## src/sv/tss_pkg.sv

```systemverilog
package tss_pkg;

  // Default size of the shared store.
  localparam int unsigned TSS_DEPTH      = 32;
  localparam int unsigned TSS_WORD_WIDTH = 32;

  // Result status codes.
  typedef enum logic [1:0] {
    STAT_PUSHED   = 2'd0,
    STAT_MOVED    = 2'd1,
    STAT_OVERFLOW = 2'd2,
    STAT_READ     = 2'd3
  } status_e;

  // Request operation codes.
  typedef enum logic {
    OP_PUSH = 1'b0,
    OP_READ = 1'b1
  } op_e;

  // Stack selector codes.
  localparam logic [1:0] SEL_FIRST  = 2'd0;
  localparam logic [1:0] SEL_SECOND = 2'd1;
  localparam logic [1:0] SEL_THIRD  = 2'd2;

  // Sequencer step addresses.
  typedef enum logic [2:0] {
    ST_CLEAR = 3'd0,
    ST_IDLE  = 3'd1,
    ST_EMIT  = 3'd2,
    ST_COPY  = 3'd3,
    ST_GAP   = 3'd4,
    ST_FINAL = 3'd5
  } step_e;

  // Store operation selected by a control word.
  typedef enum logic [2:0] {
    MEM_NONE  = 3'd0,
    MEM_ITEM  = 3'd1,
    MEM_CLEAR = 3'd2,
    MEM_COPY  = 3'd3,
    MEM_GAP   = 3'd4,
    MEM_FINAL = 3'd5
  } mem_op_e;

  // How the step counter moves on.
  typedef enum logic [1:0] {
    SEQ_NEXT     = 2'd0,
    SEQ_DISPATCH = 2'd1,
    SEQ_LOOP     = 2'd2,
    SEQ_EMIT     = 2'd3
  } seq_e;

  typedef struct packed {
    mem_op_e mem_op;
    seq_e    seq;
    logic    ready;
    step_e   target;
  } ctrl_t;

  // Microprogram: one control word per step.
  function automatic ctrl_t ucode(input step_e step);
    ctrl_t cw;
    case (step)
      ST_CLEAR: cw = '{mem_op: MEM_CLEAR, seq: SEQ_LOOP,     ready: 1'b0, target: ST_IDLE};
      ST_IDLE:  cw = '{mem_op: MEM_ITEM,  seq: SEQ_DISPATCH, ready: 1'b1, target: ST_EMIT};
      ST_EMIT:  cw = '{mem_op: MEM_NONE,  seq: SEQ_EMIT,     ready: 1'b0, target: ST_IDLE};
      ST_COPY:  cw = '{mem_op: MEM_COPY,  seq: SEQ_LOOP,     ready: 1'b0, target: ST_GAP};
      ST_GAP:   cw = '{mem_op: MEM_GAP,   seq: SEQ_LOOP,     ready: 1'b0, target: ST_FINAL};
      ST_FINAL: cw = '{mem_op: MEM_FINAL, seq: SEQ_NEXT,     ready: 1'b0, target: ST_EMIT};
      default:  cw = '{mem_op: MEM_NONE,  seq: SEQ_NEXT,     ready: 1'b0, target: ST_IDLE};
    endcase
    return cw;
  endfunction

endpackage

```

## src/sv/tss_if.sv

```systemverilog
// Request channel: one push or read per request.
interface tss_req_if;
  logic        valid;
  logic        ready;
  logic        operation;
  logic [1:0]  stack_select;
  logic [31:0] push_value;
  logic [4:0]  read_index;

  modport source (output valid, operation, stack_select, push_value, read_index,
                  input ready);
  modport sink   (input valid, operation, stack_select, push_value, read_index,
                  output ready);
endinterface

// Result channel: one result per request.
interface tss_rsp_if;
  logic        valid;
  logic        ready;
  logic [1:0]  status;
  logic [31:0] read_data;
  logic [5:0]  first_top;
  logic [5:0]  second_base;
  logic [5:0]  second_top;
  logic [4:0]  third_top;

  modport source (output valid, status, read_data, first_top, second_base, second_top,
                  third_top, input ready);
  modport sink   (input valid, status, read_data, first_top, second_base, second_top,
                  third_top, output ready);
endinterface

```

## src/sv/tss_ram.sv

```systemverilog
// Single-port-write, single-port-read store with registered read data.
module tss_ram #(
  parameter int unsigned DEPTH      = 32,
  parameter int unsigned WORD_WIDTH = 32,
  localparam int unsigned AW        = $clog2(DEPTH)
) (
  input  logic                  clk_i,
  input  logic                  we_i,
  input  logic [AW-1:0]         wa_i,
  input  logic [WORD_WIDTH-1:0] wd_i,
  input  logic                  re_i,
  input  logic [AW-1:0]         ra_i,
  output logic [WORD_WIDTH-1:0] rd_o
);

  logic [WORD_WIDTH-1:0] mem_q [DEPTH];
  logic [WORD_WIDTH-1:0] rd_q;

  // Write port.
  always_ff @(posedge clk_i) begin
    if (we_i) begin
      mem_q[wa_i] <= wd_i;
    end
  end

  // Registered read port.
  always_ff @(posedge clk_i) begin
    if (re_i) begin
      rd_q <= mem_q[ra_i];
    end
  end

  assign rd_o = rd_q;

endmodule

```

## src/sv/three_stacks_shared_array.sv

```systemverilog
// Three stacks in one shared word store.
// Requests arrive on req_i (valid/ready): a push of push_value onto the stack
// chosen by stack_select, or a read of store slot read_index. Each request
// gives exactly one result on rsp_o (valid/ready) with a status, the read word
// (zero for pushes) and the stack pointers after the request.
// For a read or an ordinary push, the store access happens at the accepting
// edge; the sequencer then goes to its emit step, which loads the result
// register once that register is free. The sequencer is back in its idle step
// right after that load, and takes no new request before that load.
// A push to stack two that runs into stack three moves stack two down: the
// sequencer copies stack two, clears the slots left behind and then pushes,
// working through the single write port of the store, one slot per cycle.
// After reset the sequencer clears the store one slot per cycle, all DEPTH
// slots; req_i.ready stays low during that pass.
// The result register frees the request side: a new request is accepted while
// a result still waits, and only the next result waits for rsp_o.ready.
module three_stacks_shared_array
  import tss_pkg::*;
#(
  parameter int unsigned DEPTH      = TSS_DEPTH,
  parameter int unsigned WORD_WIDTH = TSS_WORD_WIDTH
) (
  input  logic      clk_i,
  input  logic      rst_ni,
  tss_req_if.sink   req_i,
  tss_rsp_if.source rsp_o
);

  localparam int unsigned AW = $clog2(DEPTH);
  localparam int unsigned PW = $clog2(DEPTH + 1);
  localparam int unsigned XW = PW + 2;

  // Sequencer state.
  step_e   step_q, step_d;
  ctrl_t   ctrl;
  logic [PW-1:0] cnt_q, cnt_d;
  logic    loop_done;
  logic    accept;
  logic    out_free;
  logic    reloc;

  // Stack pointers.
  logic [PW-1:0] first_q, first_d;
  logic [PW-1:0] base_q, base_d;
  logic [PW-1:0] second_q, second_d;
  logic [PW-1:0] third_q, third_d;

  // Latched request context.
  status_e               status_q, status_d;
  logic                  hit_q, hit_d;
  logic [WORD_WIDTH-1:0] val_q;
  logic [PW-1:0]         nbase_q, ntop_q, size_q;

  // Result register.
  logic        ovalid_q;
  status_e     ostatus_q;
  logic [31:0] odata_q;
  logic [5:0]  ofirst_q, obase_q, osecond_q;
  logic [4:0]  othird_q;

  // Store port signals.
  logic                  mem_we, mem_re;
  logic [AW-1:0]         mem_wa, mem_ra;
  logic [WORD_WIDTH-1:0] mem_wd, mem_rd;

  // Request decode.
  logic [WORD_WIDTH+31:0] val_ext;
  logic [WORD_WIDTH-1:0]  val_w;
  logic [AW+4:0]          idx_ext;
  logic                   idx_hit;
  logic [XW-1:0]          size_x, nbase_x, ntop_x, plus2_x;
  logic                   p1_ok, p2_fit, p3_ok, reloc_ok;
  logic [PW-1:0]          gap_addr, copy_ra, copy_wa, ntop_inc;

  assign ctrl     = ucode(step_q);
  assign accept   = ctrl.ready && req_i.valid;
  assign out_free = !ovalid_q || rsp_o.ready;
  assign req_i.ready = ctrl.ready;

  // Push value kept in a store word, read index mapped to a slot.
  assign val_ext = {{WORD_WIDTH{req_i.push_value[31]}}, req_i.push_value};
  assign val_w   = val_ext[WORD_WIDTH-1:0];
  assign idx_ext = {{AW{1'b0}}, req_i.read_index};
  assign idx_hit = 32'(req_i.read_index) < DEPTH;

  // Push checks and relocation geometry.
  assign p1_ok    = first_q < base_q;
  assign p2_fit   = second_q < third_q;
  assign p3_ok    = (third_q >= second_q) && (third_q != '0);
  assign size_x   = XW'(second_q) - XW'(base_q);
  assign nbase_x  = XW'(first_q) + XW'(3);
  assign plus2_x  = XW'(first_q) + XW'(2);
  assign ntop_x   = nbase_x + size_x;
  assign reloc_ok = (plus2_x < XW'(base_q)) && (ntop_x <= XW'(third_q));
  assign reloc    = (req_i.operation == OP_PUSH) && (req_i.stack_select == SEL_SECOND)
                    && !p2_fit && reloc_ok;

  // Loop addresses.
  assign gap_addr = ntop_q + cnt_q;
  assign copy_ra  = base_q + cnt_q;
  assign copy_wa  = nbase_q + cnt_q - PW'(1);
  assign ntop_inc = ntop_q + PW'(1);

  // Loop end test for the current step.
  always_comb begin
    case (ctrl.mem_op)
      MEM_CLEAR: loop_done = (cnt_q == PW'(DEPTH - 1));
      MEM_COPY:  loop_done = (cnt_q == size_q);
      MEM_GAP:   loop_done = (gap_addr == third_q);
      default:   loop_done = 1'b1;
    endcase
  end

  // Next step and step counter.
  always_comb begin
    step_d = step_q;
    cnt_d  = '0;
    case (ctrl.seq)
      SEQ_DISPATCH: begin
        if (accept) begin
          step_d = reloc ? ST_COPY : ctrl.target;
        end
      end
      SEQ_LOOP: begin
        if (loop_done) begin
          step_d = ctrl.target;
        end else begin
          cnt_d = cnt_q + PW'(1);
        end
      end
      SEQ_EMIT: begin
        if (out_free) begin
          step_d = ctrl.target;
        end
      end
      default: step_d = ctrl.target;
    endcase
  end

  // Datapath controls from the control word.
  always_comb begin
    mem_we   = 1'b0;
    mem_wa   = '0;
    mem_wd   = '0;
    mem_re   = 1'b0;
    mem_ra   = copy_ra[AW-1:0];
    first_d  = first_q;
    base_d   = base_q;
    second_d = second_q;
    third_d  = third_q;
    status_d = status_q;
    hit_d    = hit_q;
    case (ctrl.mem_op)
      MEM_CLEAR: begin
        mem_we = 1'b1;
        mem_wa = cnt_q[AW-1:0];
      end
      MEM_ITEM: begin
        if (accept) begin
          hit_d    = 1'b0;
          status_d = STAT_OVERFLOW;
          if (req_i.operation == OP_READ) begin
            status_d = STAT_READ;
            hit_d    = idx_hit;
            mem_re   = 1'b1;
            mem_ra   = idx_ext[AW-1:0];
          end else begin
            case (req_i.stack_select)
              SEL_FIRST: begin
                if (p1_ok) begin
                  mem_we   = 1'b1;
                  mem_wa   = first_q[AW-1:0];
                  mem_wd   = val_w;
                  first_d  = first_q + PW'(1);
                  status_d = STAT_PUSHED;
                end
              end
              SEL_SECOND: begin
                if (p2_fit) begin
                  mem_we   = 1'b1;
                  mem_wa   = second_q[AW-1:0];
                  mem_wd   = val_w;
                  second_d = second_q + PW'(1);
                  status_d = STAT_PUSHED;
                end else if (reloc_ok) begin
                  status_d = STAT_MOVED;
                end
              end
              SEL_THIRD: begin
                if (p3_ok) begin
                  mem_we   = 1'b1;
                  mem_wa   = third_q[AW-1:0];
                  mem_wd   = val_w;
                  third_d  = third_q - PW'(1);
                  status_d = STAT_PUSHED;
                end
              end
              default: status_d = STAT_OVERFLOW;
            endcase
          end
        end
      end
      MEM_COPY: begin
        mem_re = 1'b1;
        mem_we = (cnt_q != '0);
        mem_wa = copy_wa[AW-1:0];
        mem_wd = mem_rd;
      end
      MEM_GAP: begin
        mem_we = 1'b1;
        mem_wa = gap_addr[AW-1:0];
      end
      MEM_FINAL: begin
        mem_we   = 1'b1;
        mem_wa   = ntop_q[AW-1:0];
        mem_wd   = val_q;
        base_d   = nbase_q;
        second_d = ntop_inc;
      end
      default: mem_we = 1'b0;
    endcase
  end

  // Control and pointer registers.
  always_ff @(posedge clk_i or negedge rst_ni) begin
    if (!rst_ni) begin
      step_q   <= ST_CLEAR;
      cnt_q    <= '0;
      first_q  <= '0;
      base_q   <= PW'(DEPTH / 2);
      second_q <= PW'(DEPTH / 2);
      third_q  <= PW'(DEPTH - 1);
      status_q <= STAT_OVERFLOW;
      hit_q    <= 1'b0;
    end else begin
      step_q   <= step_d;
      cnt_q    <= cnt_d;
      first_q  <= first_d;
      base_q   <= base_d;
      second_q <= second_d;
      third_q  <= third_d;
      status_q <= status_d;
      hit_q    <= hit_d;
    end
  end

  // Relocation context, captured with the request.
  always_ff @(posedge clk_i) begin
    if (accept) begin
      val_q   <= val_w;
      nbase_q <= nbase_x[PW-1:0];
      ntop_q  <= ntop_x[PW-1:0];
      size_q  <= size_x[PW-1:0];
    end
  end

  // Result register.
  logic        load_out;
  logic [WORD_WIDTH+31:0] rd_ext;
  logic [PW+5:0] first_ext, base_ext, second_ext, third_ext;

  assign load_out   = (ctrl.seq == SEQ_EMIT) && out_free;
  assign rd_ext     = {{32{mem_rd[WORD_WIDTH-1]}}, mem_rd};
  assign first_ext  = {6'b0, first_q};
  assign base_ext   = {6'b0, base_q};
  assign second_ext = {6'b0, second_q};
  assign third_ext  = {6'b0, third_q};

  always_ff @(posedge clk_i or negedge rst_ni) begin
    if (!rst_ni) begin
      ovalid_q <= 1'b0;
    end else if (load_out) begin
      ovalid_q <= 1'b1;
    end else if (rsp_o.ready) begin
      ovalid_q <= 1'b0;
    end
  end

  always_ff @(posedge clk_i) begin
    if (load_out) begin
      ostatus_q <= status_q;
      odata_q   <= hit_q ? rd_ext[31:0] : 32'd0;
      ofirst_q  <= first_ext[5:0];
      obase_q   <= base_ext[5:0];
      osecond_q <= second_ext[5:0];
      othird_q  <= third_ext[4:0];
    end
  end

  assign rsp_o.valid       = ovalid_q;
  assign rsp_o.status      = ostatus_q;
  assign rsp_o.read_data   = odata_q;
  assign rsp_o.first_top   = ofirst_q;
  assign rsp_o.second_base = obase_q;
  assign rsp_o.second_top  = osecond_q;
  assign rsp_o.third_top   = othird_q;

  // Shared word store.
  tss_ram #(
    .DEPTH      (DEPTH),
    .WORD_WIDTH (WORD_WIDTH)
  ) u_ram (
    .clk_i (clk_i),
    .we_i  (mem_we),
    .wa_i  (mem_wa),
    .wd_i  (mem_wd),
    .re_i  (mem_re),
    .ra_i  (mem_ra),
    .rd_o  (mem_rd)
  );

`ifndef ASSERT_OFF
  // Stack one never passes the base of stack two.
  assert property (@(posedge clk_i) disable iff (!rst_ni) first_q <= base_q)
    else $error("stack one crossed the base of stack two");

  // Stack two never has a negative size.
  assert property (@(posedge clk_i) disable iff (!rst_ni) base_q <= second_q)
    else $error("stack two top below its base");

  // A relocation always starts from an accepted request.
  assert property (@(posedge clk_i) disable iff (!rst_ni)
    (step_q == ST_COPY) && ($past(step_q) != ST_COPY) |-> $past(accept))
    else $error("relocation started without a request");

  // Gap clearing never reaches past the top of stack three.
  assert property (@(posedge clk_i) disable iff (!rst_ni)
    (step_q == ST_GAP) |-> (gap_addr <= third_q))
    else $error("gap clear beyond stack three");
`endif

endmodule

```

## src/flat_wrapper.sv

```systemverilog
// flat-port wrapper written by rule: the top's interface ports become plain ports
module three_stacks_shared_array_flat import tss_pkg::*;
#(
  parameter int unsigned DEPTH      = TSS_DEPTH,
  parameter int unsigned WORD_WIDTH = TSS_WORD_WIDTH
)
  (clk_i, rst_ni, req_i_valid, req_i_operation, req_i_stack_select, req_i_push_value, req_i_read_index, req_i_ready, rsp_o_valid, rsp_o_status, rsp_o_read_data, rsp_o_first_top, rsp_o_second_base, rsp_o_second_top, rsp_o_third_top, rsp_o_ready);
  tss_req_if req_i_i ();
  tss_rsp_if rsp_o_i ();
  input  logic clk_i;
  input  logic rst_ni;
  input wire logic [$bits(req_i_i.valid)-1:0] req_i_valid;
  input wire logic [$bits(req_i_i.operation)-1:0] req_i_operation;
  input wire logic [$bits(req_i_i.stack_select)-1:0] req_i_stack_select;
  input wire logic [$bits(req_i_i.push_value)-1:0] req_i_push_value;
  input wire logic [$bits(req_i_i.read_index)-1:0] req_i_read_index;
  output wire logic [$bits(req_i_i.ready)-1:0] req_i_ready;
  output wire logic [$bits(rsp_o_i.valid)-1:0] rsp_o_valid;
  output wire logic [$bits(rsp_o_i.status)-1:0] rsp_o_status;
  output wire logic [$bits(rsp_o_i.read_data)-1:0] rsp_o_read_data;
  output wire logic [$bits(rsp_o_i.first_top)-1:0] rsp_o_first_top;
  output wire logic [$bits(rsp_o_i.second_base)-1:0] rsp_o_second_base;
  output wire logic [$bits(rsp_o_i.second_top)-1:0] rsp_o_second_top;
  output wire logic [$bits(rsp_o_i.third_top)-1:0] rsp_o_third_top;
  input wire logic [$bits(rsp_o_i.ready)-1:0] rsp_o_ready;
  assign req_i_i.valid = req_i_valid;
  assign req_i_i.operation = req_i_operation;
  assign req_i_i.stack_select = req_i_stack_select;
  assign req_i_i.push_value = req_i_push_value;
  assign req_i_i.read_index = req_i_read_index;
  assign req_i_ready = req_i_i.ready;
  assign rsp_o_valid = rsp_o_i.valid;
  assign rsp_o_status = rsp_o_i.status;
  assign rsp_o_read_data = rsp_o_i.read_data;
  assign rsp_o_first_top = rsp_o_i.first_top;
  assign rsp_o_second_base = rsp_o_i.second_base;
  assign rsp_o_second_top = rsp_o_i.second_top;
  assign rsp_o_third_top = rsp_o_i.third_top;
  assign rsp_o_i.ready = rsp_o_ready;
  three_stacks_shared_array #(.DEPTH(DEPTH), .WORD_WIDTH(WORD_WIDTH)) u_core (.clk_i(clk_i), .rst_ni(rst_ni), .req_i(req_i_i), .rsp_o(rsp_o_i));
endmodule
```

## config.mk

```make
export PLATFORM = sky130hd
export DESIGN_NAME = three_stacks_shared_array_flat
export DESIGN_NICKNAME = d
export VERILOG_FILES = /design/src/sv/tss_pkg.sv /design/src/sv/tss_if.sv /design/src/sv/tss_ram.sv /design/src/sv/three_stacks_shared_array.sv /design/src/flat_wrapper.sv
export SDC_FILE = /design/constraint.sdc
export NUM_CORES = 2
export LEC_CHECK = 0
export BUFFER_PORTS_ARGS = -buffer_cell sky130_fd_sc_hd__buf_2
export CORE_MARGIN = 4
export CORE_UTILIZATION = 54
export CTS_CLUSTER_DIAMETER = 60
export CTS_CLUSTER_SIZE = 28
export DETAILED_ROUTE_END_ITERATION = 10
export HOLD_SLACK_MARGIN = 0.12
export PLACE_DENSITY = 0.71
export SLEW_MARGIN = 0
export SYNTH_ARGS = -nofsm -noshare
export SYNTH_HDL_FRONTEND = slang
export SYNTH_SLANG_ARGS = --single-unit
```

## constraint.sdc

```tcl
create_clock -name clk_i -period 6.3 [get_ports clk_i]
set_input_delay 0.63 -clock clk_i [delete_from_list [all_inputs] [get_ports clk_i]]
set_output_delay 0.63 -clock clk_i [all_outputs]
set_load 0.005 [all_outputs]
```

Yosys cells after proc, flatten, opt, wreduce, memory -nomap -nowiden. Memory sizes are Yosys's and may differ from the RTL's. A register that Yosys moved wholly into a read port is not among the register bits. Cells that the tools add are included. Widths: inputs -> output; s select.

Bitwise logic cells: 1. Reductions and logical operators: 22. Add/sub/neg operators: 13. Equality and inequality tests: 25. Mux-type cells: 51. Order comparisons: 5.

Operators by type and width (count): $pmux 32 s3 (2); $mux 32 (5); $pmux 9 s6 (1); $mux 5 (8); $mux 6 (6); $pmux 5 s5 (1); $add 6x1->6 const B (4); $pmux 5 s3 (1); $reduce_and 5->1 (3); $add 6x2->7 const B (2); $eq 3x2->1 const B (4); $eq 3x3->1 const B (4); $eq 6x6->1 (2); $lt 6x6->1 (2); $mux 3 (4); $ne 2x1->1 const B (6); $pmux 6 s2 (1); $reduce_bool 6->1 (2); $mux 1 (11); $add 5x5->5 (2); $mux 2 (5); $pmux 1 s3 (3); $pmux 3 s3 (1); $add 8x8->8 (1); 24 further kinds (36).

Output and inout port bits: 59. Bits of input ports: 44. RAM bits: 1024. Memories: 1. Register bits: 144.

Memory list: u_core.u_ram.mem_q (words 32, width 32, read ports 1, clocked after memory_dff 1, wr ports 1, RTL line tss_ram.sv:16) `logic [WORD_WIDTH-1:0] mem_q [DEPTH];`.

Longest topological paths before layout.
Word-level depth: 9. Depth in mapped cells: 20. Depth with buffers taken out: 20.

Cells and area by module. A second synthesis with hierarchy kept.

Cell total of the unflattened synthesis: 2988. Area total of the unflattened synthesis: 49090.8 sq um.

By module, submodules not included: tss_ram (area an instance 40812.9 sq um, cells each 2260, times used 1, sequential area each 31710.4 sq um); three_stacks_shared_array (area an instance 8277.9 sq um, cells each 728, times used 1, sequential area each 4149.0 sq um).

Worst setup path after synthesis. No wires, ideal clock.

Path type: register -> register. From: register u_core.cnt_q[1]. To: memory u_core.u_ram.mem_q[19][0], enable pin. Library setup time: 0.468 ns. Period minus slack after synthesis: 5.354 ns. Required time: 5.832 ns. Stages on the path, launching flop included: 12. Data arrival time: 4.886 ns. Path slack: 0.946 ns. Cells stage by stage: dfrtp_1 > inv_1 > ha_1 > inv_1 > ha_1 > inv_1 > fa_1 > o221ai_1 > a41o_1 > a221o_1 > nor3_1 > nor3b_1.

Cells in the longest elaborated chain, start to end: 4.

Ends and longest elaborated chain: start: declaration (RTL line three_stacks_shared_array.sv:36) `logic [PW-1:0] cnt_q, cnt_d;`; start signal: assignment (RTL line three_stacks_shared_array.sv:237) `cnt_q <= cnt_d;`; branches (longest 4 deep; another with $add 5x5->5); end: declaration (RTL line tss_ram.sv:16).

Parallel ways; which one is timed is not known.

Worst setup path after layout.
From: register u_core.step_q[1]. To: memory u_core.u_ram.mem_q[28][16], enable pin.

Cells in the longest elaborated chain, start to end: 7.

Ends and longest elaborated chain: start: declaration (RTL line three_stacks_shared_array.sv:34) `step_e step_q, step_d;`; start signal: assignment (RTL line three_stacks_shared_array.sv:236) `step_q <= step_d;`; $eq 3x3->1, or another cell as far along (RTL line tss_pkg.sv:64) `case (step)`; $pmux 9 s6 * (RTL line tss_pkg.sv:64); $logic_and 1x1->1 * (RTL line three_stacks_shared_array.sv:76) `assign accept = ctrl.ready && req_i.valid;`; via u_core.accept (RTL line three_stacks_shared_array.sv:38) `logic accept;`; $mux 1 (RTL line three_stacks_shared_array.sv:159) `if (accept) begin`; $pmux 1 s3 (RTL line three_stacks_shared_array.sv:153) `case (ctrl.mem_op)`; $mux 1 (RTL line tss_ram.sv:21) `if (we_i) begin`; $mux 1 (implied by the code) (RTL line tss_ram.sv:22) `mem_q[wa_i] <= wd_i;`.

The timed path passes the listed nets; every way through them passes the cells marked *.

==> run_results.csv <==
group,metric,value,unit
worst_setup_path,worstPathArrival,5610,ps
die,chipWidth,310,um
logic_synthesis,ys_warn_count,0,
job,maxCapViolCount,0,
cts,clk_pin_slew,90,ps
finish,fillerInstances,6673,
worst_setup_path,slowest_stage,"nor2_4",
worst_setup_path,crit_path_start,"u_core.step_q[1]",
timing,holdWs,147,ps
die,num_rows,110,
timing,period_needed,5260,ps
route,drt_pass1_iterations,8,
route,drtIter0Drc,4494,
cts,clock_path_buffers,3,
worst_setup_path,cpLargestDelayFamily,"simple AND/OR/NAND/NOR gates",
cts,clk-insertion-delay-late,680,ps
route,dr_wl_met3,13100,um
timing,fmax,190,MHz
finish,final_cell_mix,"edfxtp_1 (1163), nand2_1 (561), and2_1 (260)",
finish,mostFrequentLayoutCell,"edfxtp_1",
global_route,antenna_found_initial,7,
cts,numCtsBuffers,78,
logic_synthesis,synth_edf_count,1163,
worst_setup_path,crit_cells,9,
route,ant_nets,0,
logic_synthesis,yosys.cell_types.count,73,
die,start_util,54.5,%
worst_setup_path,critical_path.max_stage_delay,1000,ps
timing,drv_slew,0,
timing,hold_viol_final,0,
route,met1_length,52100,um
worst_setup_path,r2r-start,"u_core.step_q[1]",
finish,num-nets-final,3656,
timing,max-slew-margin-rel,20.4,%
route,met2_wirelength,61100,um
finish,area_growth_syn_to_layout,10.4,%
min_path,hold_depth,1,
worst_setup_path,ff2ff_setup_slack,1040,ps
route,post_drt_wl_per_cell,27.3,um
global_route,grt-ovfl-total,0,
timing,tns,0,ps
route,top_layer_used,"met5",
die,fp.dieH,310,um
min_path,hold_class,"in -> reg",
logic_synthesis,synth_fp_nets,3585,
cts,htree_levels,3,
min_path,min-delay-start,"req_i_push_value[22]",
worst_setup_path,startpoint_type,"register",
die,coreArea,0.0903,mm^2
timing,worst_pin_slew,1190,ps
worst_setup_path,crit_path_end,"u_core.u_ram.mem_q[28][16]",
placed_design,io_buffer_count,102,
route,routed_via_density,6.35,
worst_setup_path,cp-end-kind,"register",
global_route,grt_pass1_vias,28732,
worst_setup_path,worstReg2RegEnd,"u_core.u_ram.mem_q[28][16]",
worst_setup_path,crit_chain,"nor3b_4, nand2_2, clkinv_2, nand3_2, nor2_1, a221oi_1, nand3_1, nor2_4, buf_4",
route,vias,30435,
finish,drive_above_1_share,12.2,%
cts,clockRootBuffer,"clkbuf_16",
die,ios,103,
placed_design,dp_hpwl,78300,um
logic_synthesis,synth_seq_cells,1200,
worst_setup_path,reg2reg_depth,9,
cts,cts_sinks,1200,
timing,setup_violations,0,
die,dieArea,0.0960,mm^2
global_route,grt_pass1_wl,190000,um
logic_synthesis,synthArstFlopShare,3.08,%
worst_setup_path,path_class,"reg -> reg",
timing,rsz0062_at_grt,"false",
route,drc_errors,0,
global_route,grt_max_degree,127,
cts,cts_tree,"done",
status,status,"complete, no violations",
logic_synthesis,syn_area,0.0492,mm^2
timing,fin_crit_sh,83.5,%
route,wl,131000,um
placed_design,place.gp.congestion,0.915,
logic_synthesis,synth_flop_cell,"edfxtp_1",
global_route,grt_util_all_layers,26.9,%
logic_synthesis,netlist_instances,3476,
timing,fin_worst_skew,35.2,ps
worst_setup_path,crit_fanout,29,
logic_synthesis,syn_avg_cell_area,14.2,um^2
cts,post_cts_resized,0,
logic_synthesis,seq_area_frac_synth,72.9,%
worst_setup_path,crit_buf_inv,2,
worst_setup_path,worst_ep_required_time,6650,ps
[final cells by class]
cell class / instances / area, um^2 / share of cell area, %
multi-input cells: 1964 / 12300 / 22.6
clock buffers: 81 / 1980 / 3.65
well taps: 1176 / 1470 / 2.71
flip-flops and latches: 1200 / 35900 / 66.0
clock inverters: 64 / 855 / 1.57
diodes: 3 / 7.51 / 0.0138
inverters: 92 / 347 / 0.638
repair buffers: 211 / 1550 / 2.85
[timing repair]
item,CTS,global route
hold buffers,2,0
hold endpoints to repair,14,0
buffers inserted,0,0
[synthesized netlist by cell type, types with 5 or more instances]
| master | number | area [um^2] |
|---|---|---|
| buf_2 | 78 | 390 |
| ha_1 | 60 | 751 |
| dfrtp_1 | 29 | 726 |
| o21ai_0 | 25 | 125 |
| and2_1 | 260 | 1630 |
| buf_4 | 23 | 173 |
| and2_0 | 31 | 194 |
| nor3b_1 | 5 | 37.5 |
| nor2_1 | 65 | 244 |
| nor4_1 | 14 | 87.6 |
| o22ai_1 | 130 | 813 |
| nand3_1 | 15 | 75.1 |
| a21o_1 | 17 | 128 |
| a222oi_1 | 33 | 330 |
| fa_1 | 5 | 100 |
| edfxtp_1 | 1163 | 34900 |
| a22oi_1 | 6 | 45.0 |
| nand2b_1 | 9 | 56.3 |
| and3_1 | 6 | 37.5 |
| nand2_1 | 566 | 2120 |
| xnor2_1 | 40 | 350 |
| nor3_1 | 10 | 50.1 |
| dfstp_2 | 8 | 210 |
| o31ai_1 | 7 | 52.6 |
| nand4_1 | 9 | 56.3 |
| inv_1 | 91 | 342 |
| a21oi_1 | 39 | 195 |
| clkbuf_1 | 111 | 417 |
| a211oi_1 | 259 | 1940 |
| o21a_1 | 5 | 37.5 |
| xor2_1 | 13 | 114 |
| nor4_2 | 19 | 238 |
| buf_6 | 6 | 67.6 |
| a31oi_1 | 258 | 1610 |
[worst register-to-register path, cell delays in order, from the launching register on]
cell and delay (ps):
dfrtp_1 770, nor3b_4 130, nand2_2 140, clkinv_2 490, nand3_2 460, nor2_1 290, a221oi_1 550, nand3_1 730
nor2_4 1010, buf_4 390
[through the flow]
stage / area, um^2 / instances / setup slack [ps] / utilization, %
6_report: 54300 / 4791 / 1040 / 60.2
5_1_grt: 54300 / 4790 / 855 / 60.2
4_1_cts: 54300 / 4788 / 1160 / 60.2
3_5_place_dp: 51500 / 4641 / 1150 / 57.0
3_3_place_gp: 51500 / 4641 / 1180 / 57.0
2_1_floorplan: 49200 / 3476 / 946 / -
[worst min-delay path by stage]
stage                                        to  slack, ps
finish                         u_core.val_q[22]        150
global route                   u_core.val_q[22]        130
CTS                            u_core.val_q[22]        120
detailed placement  u_core.rsp_o.second_base[5]        440
global placement    u_core.rsp_o.second_base[5]        440
floorplan                      u_core.base_q[0]        330
[flip-flops by register name, indices dropped and copies added (netlist names), 3 cells and up]
signal and cells:
u_core.base_q 6, u_core.cnt_q 6, u_core.first_q 6, u_core.nbase_q 6
u_core.ntop_q 6, u_core.rsp_o.first_top 6, u_core.rsp_o.read_data 32, u_core.rsp_o.second_base 6
u_core.rsp_o.second_top 6, u_core.rsp_o.third_top 5, u_core.second_q 6, u_core.size_q 6
u_core.step_q 3, u_core.third_q 6, u_core.u_ram.mem_q 1024, u_core.u_ram.rd_o 32
u_core.val_q 32
[cell families (layout without fill, tap and decap cells)]
kind of cell | count (synthesis) | count (layout) | synth area share (%)
adders and majority gates | 65 | 65 | 1.73
muxes | 7 | 7 | 0.150
DFF | 1200 | 1200 | 72.9
buffers and inverters | 312 | 448 | 2.85
other | 0 | 3 | 0
AOI/OAI and AO/OA | 810 | 810 | 11.3
xor gates and xnor gates | 53 | 53 | 0.943
and+or+nand+nor | 1029 | 1029 | 10.1
[metal layers]
| metal | global-route usage (%) | vias up |
|---|---|---|
| li1 | - | 13400 |
| met1 | 38.3 | 15136 |
| met2 | 42.4 | 1655 |
| met3 | 4.74 | 238 |
| met4 | 9.39 | 6 |
| met5 | 0 | - |
Power is not shown: default switching activity piles up to over one toggle a cycle in this logic, so the estimate is an artifact.
